`src/hw/rtl/ssr_pkg.sv`:
```
// ----------------------------------------------------------------------------
// ssr_pkg
// Shared constants and types of the hashed residual refiner.
// ----------------------------------------------------------------------------
package ssr_pkg;

   localparam int TBL_BITS_DEF     = 12;
   localparam int FAMILY_COUNT_DEF = 10;
   localparam int MAX_FAMILIES     = 10;

   localparam int PROB_W    = 16;
   localparam int INDEX_W   = 12;
   localparam int COUNT_W   = 32;
   localparam int SUM_W     = 64;
   localparam int USED_W    = 4;
   localparam int PRIOR_W   = 16;
   localparam int STRENGTH_W = 20;
   localparam int MASK_W    = 10;
   localparam int CSR_IDX_W = 2;
   localparam int CSR_DATA_W = 20;
   localparam int ACC_W     = 70;
   localparam int REQ_DATA_W = 144;
   localparam int RSP_DATA_W = 24;

   localparam logic [CSR_IDX_W-1:0] CSR_PRIOR    = 2'd0;
   localparam logic [CSR_IDX_W-1:0] CSR_STRENGTH = 2'd1;
   localparam logic [CSR_IDX_W-1:0] CSR_MASK     = 2'd2;

   localparam logic [PRIOR_W-1:0]    PRIOR_RESET    = 16'd256;
   localparam logic [STRENGTH_W-1:0] STRENGTH_RESET = 20'd250000;
   localparam logic [MASK_W-1:0]     MASK_RESET     = 10'd255;

   localparam logic [STRENGTH_W-1:0] PPM_SCALE = 20'd1000000;
   localparam logic [16:0]           PROB_ONE  = 17'd65536;

   typedef struct packed {
      logic clear;
      logic load;
      logic step;
   } ssr_lane_ctl_type;

endpackage

```
`src/hw/rtl/ssr_merge.sv`:
```
// ----------------------------------------------------------------------------
// ssr_merge
// Combines the lane terms: sums them, divides by the number of hits, scales by
// strength in parts per million, adds the signed result to base and clamps it.
// ----------------------------------------------------------------------------
module ssr_merge import ssr_pkg::*; #(
   parameter int FAMILY_COUNT = FAMILY_COUNT_DEF
) (
   input  logic                  clock,
   input  logic                  reset,
   input  logic                  start,
   input  logic [SUM_W-1:0]      term_mag [FAMILY_COUNT],
   input  logic                  term_neg [FAMILY_COUNT],
   input  logic                  term_hit [FAMILY_COUNT],
   input  logic [PROB_W-1:0]     base,
   input  logic [STRENGTH_W-1:0] strength,
   output logic                  done,
   output logic [PROB_W-1:0]     refined,
   output logic [USED_W-1:0]     used
);

   localparam int KW     = (FAMILY_COUNT > 1) ? $clog2(FAMILY_COUNT) : 1;
   localparam int STEP_W = $clog2(ACC_W + 1);
   localparam int PROD_W = 41 + STRENGTH_W;

   // Any scaled value of 65536 or more clamps the same way, so larger
   // products are saturated before the division by one million.
   localparam logic [36:0] SAT_LIMIT = 37'(PROB_ONE) * 37'(PPM_SCALE);
   // Rounded-up 2^44 / 15625; exact quotient for dividends below 2^30.
   localparam logic [30:0] RECIP_M   = 31'd1125899907;

   localparam logic [2:0] M_IDLE  = 3'd0;
   localparam logic [2:0] M_ACC   = 3'd1;
   localparam logic [2:0] M_MEAN  = 3'd2;
   localparam logic [2:0] M_MUL   = 3'd3;
   localparam logic [2:0] M_SCALE = 3'd4;
   localparam logic [2:0] M_DONE  = 3'd5;

   logic [2:0]            state_ff, state_in;
   logic [KW-1:0]         k_ff, k_in;
   logic [STEP_W-1:0]     step_ff, step_in;
   logic [ACC_W-1:0]      acc_ff, acc_in;
   logic [USED_W-1:0]     used_ff, used_in;
   logic                  neg_ff, neg_in;
   logic [ACC_W-1:0]      q_ff, q_in;
   logic [STRENGTH_W-1:0] rem_ff, rem_in;
   logic [STRENGTH_W-1:0] dvs_ff, dvs_in;
   logic [PROB_W-1:0]     res_ff, res_in;
   logic [STRENGTH_W:0]   r_sh;
   logic [ACC_W-1:0]      term_ext;
   logic [40:0]           mean_sat;
   logic [PROD_W-1:0]     product;
   logic [60:0]           recip;
   logic [16:0]           scaled;
   logic signed [43:0]    total;

   always_comb begin
      term_ext = ACC_W'(term_mag[k_ff]);
      r_sh     = {rem_ff, q_ff[ACC_W-1]};
      if ((q_ff[ACC_W-1:41] != '0) || (q_ff[40:0] > {1'b1, 40'd0})) begin
         mean_sat = {1'b1, 40'd0};
      end else begin
         mean_sat = q_ff[40:0];
      end
      product = PROD_W'(mean_sat) * PROD_W'(strength);
      // Dividing by one million is a shift by six and a division by 15625.
      recip = {31'b0, q_ff[35:6]} * {30'b0, RECIP_M};
      if (q_ff >= ACC_W'(SAT_LIMIT)) begin
         scaled = 17'h10000;
      end else begin
         scaled = {1'b0, recip[59:44]};
      end
      if (neg_ff) begin
         total = 44'(signed'({1'b0, base})) - signed'({2'b00, q_ff[41:0]});
      end else begin
         total = 44'(signed'({1'b0, base})) + signed'({2'b00, q_ff[41:0]});
      end
   end

   always_comb begin
      state_in = state_ff;
      k_in     = k_ff;
      step_in  = step_ff;
      acc_in   = acc_ff;
      used_in  = used_ff;
      neg_in   = neg_ff;
      q_in     = q_ff;
      rem_in   = rem_ff;
      dvs_in   = dvs_ff;
      res_in   = res_ff;
      case (state_ff)
         M_IDLE: begin
            if (start) begin
               k_in     = '0;
               acc_in   = '0;
               used_in  = '0;
               state_in = M_ACC;
            end
         end
         M_ACC: begin
            if (term_hit[k_ff]) begin
               acc_in  = term_neg[k_ff] ? acc_ff - term_ext : acc_ff + term_ext;
               used_in = used_ff + USED_W'(1);
            end
            k_in = k_ff + KW'(1);
            if (k_ff == KW'(FAMILY_COUNT - 1)) begin
               state_in = M_MEAN;
               step_in  = '0;
               rem_in   = '0;
            end
         end
         M_MEAN: begin
            if (step_ff == '0) begin
               // The first step loads the dividend magnitude and the divisor; with no hits it ends here.
               neg_in  = acc_ff[ACC_W-1];
               q_in    = acc_ff[ACC_W-1] ? ACC_W'(0) - acc_ff : acc_ff;
               dvs_in  = STRENGTH_W'(used_ff);
               step_in = STEP_W'(1);
               if (used_ff == '0) begin
                  res_in   = base;
                  state_in = M_DONE;
               end
            end else begin
               if (r_sh >= {1'b0, dvs_ff}) begin
                  rem_in = STRENGTH_W'(r_sh - {1'b0, dvs_ff});
                  q_in   = {q_ff[ACC_W-2:0], 1'b1};
               end else begin
                  rem_in = r_sh[STRENGTH_W-1:0];
                  q_in   = {q_ff[ACC_W-2:0], 1'b0};
               end
               step_in = step_ff + STEP_W'(1);
               if (step_ff == STEP_W'(ACC_W)) begin
                  state_in = M_MUL;
               end
            end
         end
         M_MUL: begin
            q_in     = ACC_W'(product);
            state_in = M_SCALE;
         end
         M_SCALE: begin
            q_in     = ACC_W'(scaled);
            state_in = M_DONE;
            res_in   = '0;
         end
         M_DONE: begin
            state_in = M_IDLE;
         end
         default: begin
            state_in = M_IDLE;
         end
      endcase
   end

   always_ff @(posedge clock) begin
      if (reset) begin
         state_ff <= M_IDLE;
      end else begin
         state_ff <= state_in;
      end
      k_ff    <= k_in;
      step_ff <= step_in;
      acc_ff  <= acc_in;
      used_ff <= used_in;
      neg_ff  <= neg_in;
      q_ff    <= q_in;
      rem_ff  <= rem_in;
      dvs_ff  <= dvs_in;
      res_ff  <= res_in;
   end

   // With hits, the output is the base plus the signed scaled quotient, clamped to 1 .. 65535.
   always_comb begin
      if (used_ff == '0) begin
         refined = res_ff;
      end else if (total < 44'sd1) begin
         refined = PROB_W'(1);
      end else if (total > 44'sd65535) begin
         refined = {PROB_W{1'b1}};
      end else begin
         refined = total[PROB_W-1:0];
      end
   end

   assign done = (state_ff == M_DONE);
   assign used = used_ff;

endmodule
```
`config.mk`:
```
export PLATFORM = sky130hd
export DESIGN_NAME = ssr_merge
export DESIGN_NICKNAME = d
export VERILOG_FILES = /design/src/hw/rtl/ssr_pkg.sv /design/src/hw/rtl/ssr_merge.sv
export SDC_FILE = /design/constraint.sdc
export NUM_CORES = 2
export LEC_CHECK = 0
export ABC_AREA = 1
export BUFFER_PORTS_ARGS = -buffer_cell sky130_fd_sc_hd__buf_2
export CORE_UTILIZATION = 40
export CTS_CLUSTER_DIAMETER = 60
export DETAILED_ROUTE_END_ITERATION = 7
export HOLD_SLACK_MARGIN = 0.08
export PLACE_DENSITY_LB_ADDON = 0.08
export SYNTH_ARGS = -nofsm -noshare
export SYNTH_HDL_FRONTEND = slang
export SYNTH_SLANG_ARGS = --single-unit
```
`constraint.sdc`:
```
create_clock -name clock -period 17.42 [get_ports clock]
set_input_delay 5.226 -clock clock [delete_from_list [all_inputs] [get_ports clock]]
set_output_delay 5.226 -clock clock [all_outputs]
set_load 0.005 [all_outputs]
```
==> reports/summary.txt <==
DRT iter0 DRCs - 6624
HP Class - reg2reg
critical path type - in2out
# DRC - 0
CTS tree - yes
WP data required - 12.19 ns
warning count from the yosys run - 0
FILL cells - 18.2k
sequential area share after synthesis - 8.64%
Clock Tree Buf Depth - 2
WL final - 318000 microns
Hold Fails Final Rpt - 0
Final nets - 12.6k
RR Startpoint - q_ff[15]
hold path endpoint - dvs_ff[3]
outcome - finished, final reports clean
Final TNS setup - 0 ns
Cell Area, Synth - 68800 sq um
#FFs+latches synth - 199
RSZ-0062 raised after global routing - no
Final ANT Viol Nets - 0
first-pass GRT wire length - 460000 microns
Post-Syn Nets - 12.1k
CTS Hold Bufs - 0
top_reg_cell synth - edfxtp_1
post-synth cell types - 65
Die ar. - 174000 sq um
Max Cap Violations - 0
minimum clock period - 13.82 ns
postcts setup bufs - 0
number of synthesized flops with an enable pin - 196
number of global-route vias before repair - 68.1k
Initial Util - 40.5%
total CTS buffers - 17
cell count after synthesis - 9762
Mapped Avg Cell Area - 7.05 sq um
Synth async-reset ratio - 0%
share of layout cells above drive strength 1 - 9.45%
Root Buffer - clkbuf_16
Worst R2R Setup Slack - 6.24 ns
H-tree levels - 4
Final period util - 79.3%
gr usage total - 36.3%
post-route clock skew - 0.0350 ns
Core Box Area - 170000 sq um
critical path capture point type - primary output
Critical Path Start Type - input pin
post-CTS resize count - 0
dpl hpwl - 271000 microns
via/cell ratio - 5.48
# port buffers - 719
drt pass-1 iters - 6
DR WL/cell - 25.4 microns
clock sink total - 199
R2R cell count - 36
area grow syn2layout - 9.10%
clk_lat worst skew - 0.57 ns
clock-pin slew on the worst setup and hold paths - 0.08 ns
worst hold start - used[3]
Rel. slew slack - 11.9%
Final Max Slew Viols - 0
GP Congestion - 1.03
r2r endpoint - q_ff[53]
fmax - 72.4 MHz
global route overflow - 0
Die W - 417 microns
final setup vio count - 0
IO Count - 720
Cells on Worst Hold Path - 0
initial antenna violation count - 36
slew at the pin closest to its max-slew limit - 1.31 ns
die height - 417 microns
Max FO, Critical Path - 16
largest net degree at the start of global routing - 135
Arr. time, crit path - 8.59 ns
num rows - 151
via count - 68.7k
logic make-up after synthesis:
logic type                 Yosys count  share of synthesized area [%]
AOI/OAI and AO/OA                 1459                           12.0
xor gates and xnor gates           121                           1.55
adders and majority gates         1646                           41.0
buffers and inverters             2257                           12.9
DFF                                199                           8.64
and+or+nand+nor                   4080                           23.9
Yosys cell counts (91+ instances only):
library cell	instances	share of area, %
edfxtp_1	196	8.6
nand2_1	2050	11
o21ai_1	95	0.69
a21oi_1	467	3.4
nor2_1	1404	7.7
nor3_1	91	0.66
buf_2	95	0.69
clkbuf_1	166	0.91
inv_1	1901	10
ha_1	634	12
o21ai_0	520	3.8
o211ai_1	155	1.7
nand3_1	327	2.4
fa_1	1012	29
through the flow:
| stage | hold WS, ns | util [%] | cell area (sq um) | setup WS, ns | instances |
|---|---|---|---|---|---|
| finish | 0.498 | 44.1 | 75100 | 3.60 | 12535 |
| floorplan | 0.424 | - | 68800 | 4.78 | 9762 |
| global route | 0.523 | 44.1 | 75000 | 3.32 | 12528 |
| global placement | 0.483 | 43.8 | 74400 | 3.58 | 12484 |
| CTS | 0.501 | 44.1 | 75000 | 3.56 | 12515 |
| detailed placement | 0.480 | 43.8 | 74400 | 3.57 | 12484 |
sequential cells by signal, indices dropped and copies added, names as in the netlist:
signal    count
dvs_ff        4
used          4
q_ff         70
state_ff      3
rem_ff       20
step_ff       7
res_ff       16
acc_ff       70
k_ff          4
neg_ff        1
cell usage in the layout, fill, tap and decap left out, types with 13 or more instances in the layout:
cell,n
a21o_1,16
a21oi_1,467
a31oi_1,51
buf_2,719
buf_4,108
clkbuf_16,17
clkinv_1,19
diode_2,20
edfxtp_1,196
fa_1,1012
ha_1,634
inv_1,1900
inv_2,13
nand2_1,2048
nand2_2,13
nand3_1,327
nand3b_1,14
nand4_1,59
nor2_1,1396
nor2_2,33
nor3_1,91
nor4_1,42
o211ai_1,155
o21a_1,41
o21ai_0,520
o21ai_1,95
o21bai_1,22
o221ai_1,23
o31ai_1,15
or2_2,31
xnor2_1,44
xor2_1,76
worst max path at each step:
stage | start | to | slack (ns) | depth (start not counted)
global placement | base[12] | refined[15] | 3.58 | 19
global route | base[0] | refined[5] | 3.32 | 25
floorplan | base[0] | refined[11] | 4.78 | 26
CTS | base[14] | refined[15] | 3.56 | 19
finish | base[14] | refined[15] | 3.60 | 19
detailed placement | base[14] | refined[15] | 3.57 | 19
critical path, stage by stage:
cell and delay (ns):
buf_2 0.14, ha_1 0.43, o21ai_0 0.62, a21boi_0 0.26, nand2_1 0.15, nand2_1 0.06, nand2_1 0.16, nand2_1 0.09
nand3_1 0.08, nand2_1 0.06, a21oi_1 0.13, nand3_1 0.10, nor2_1 0.18, nand2_1 0.09, nand2_2 0.32, nand2_1 0.17
nand2_1 0.12, nand2_1 0.05, buf_2 0.12
metal layers:
layer  GRT usage, %  wire [microns]  vias to the layer above
met3           8.21           29700                      411
met1           49.7          136000                    33729
li1               -               -                    31482
met4           13.0           12500                       15
met5          0.611             204                        -
met2           55.9          140000                     3024
cell type report:
cell class,instances,area (sq um),share of cell area (%)
inverters,1933,7260,9.68
repair buffers,828,4430,5.90
clock buffers,17,425,0.567
well taps,2218,2780,3.70
flip-flops and latches,199,5950,7.92
multi-input cells,7306,54000,71.9
clock inverters,14,174,0.232
diodes,20,50.0,0.0667
Power is not shown: default switching activity piles up to over one toggle a cycle in this logic, so the estimate is an artifact.
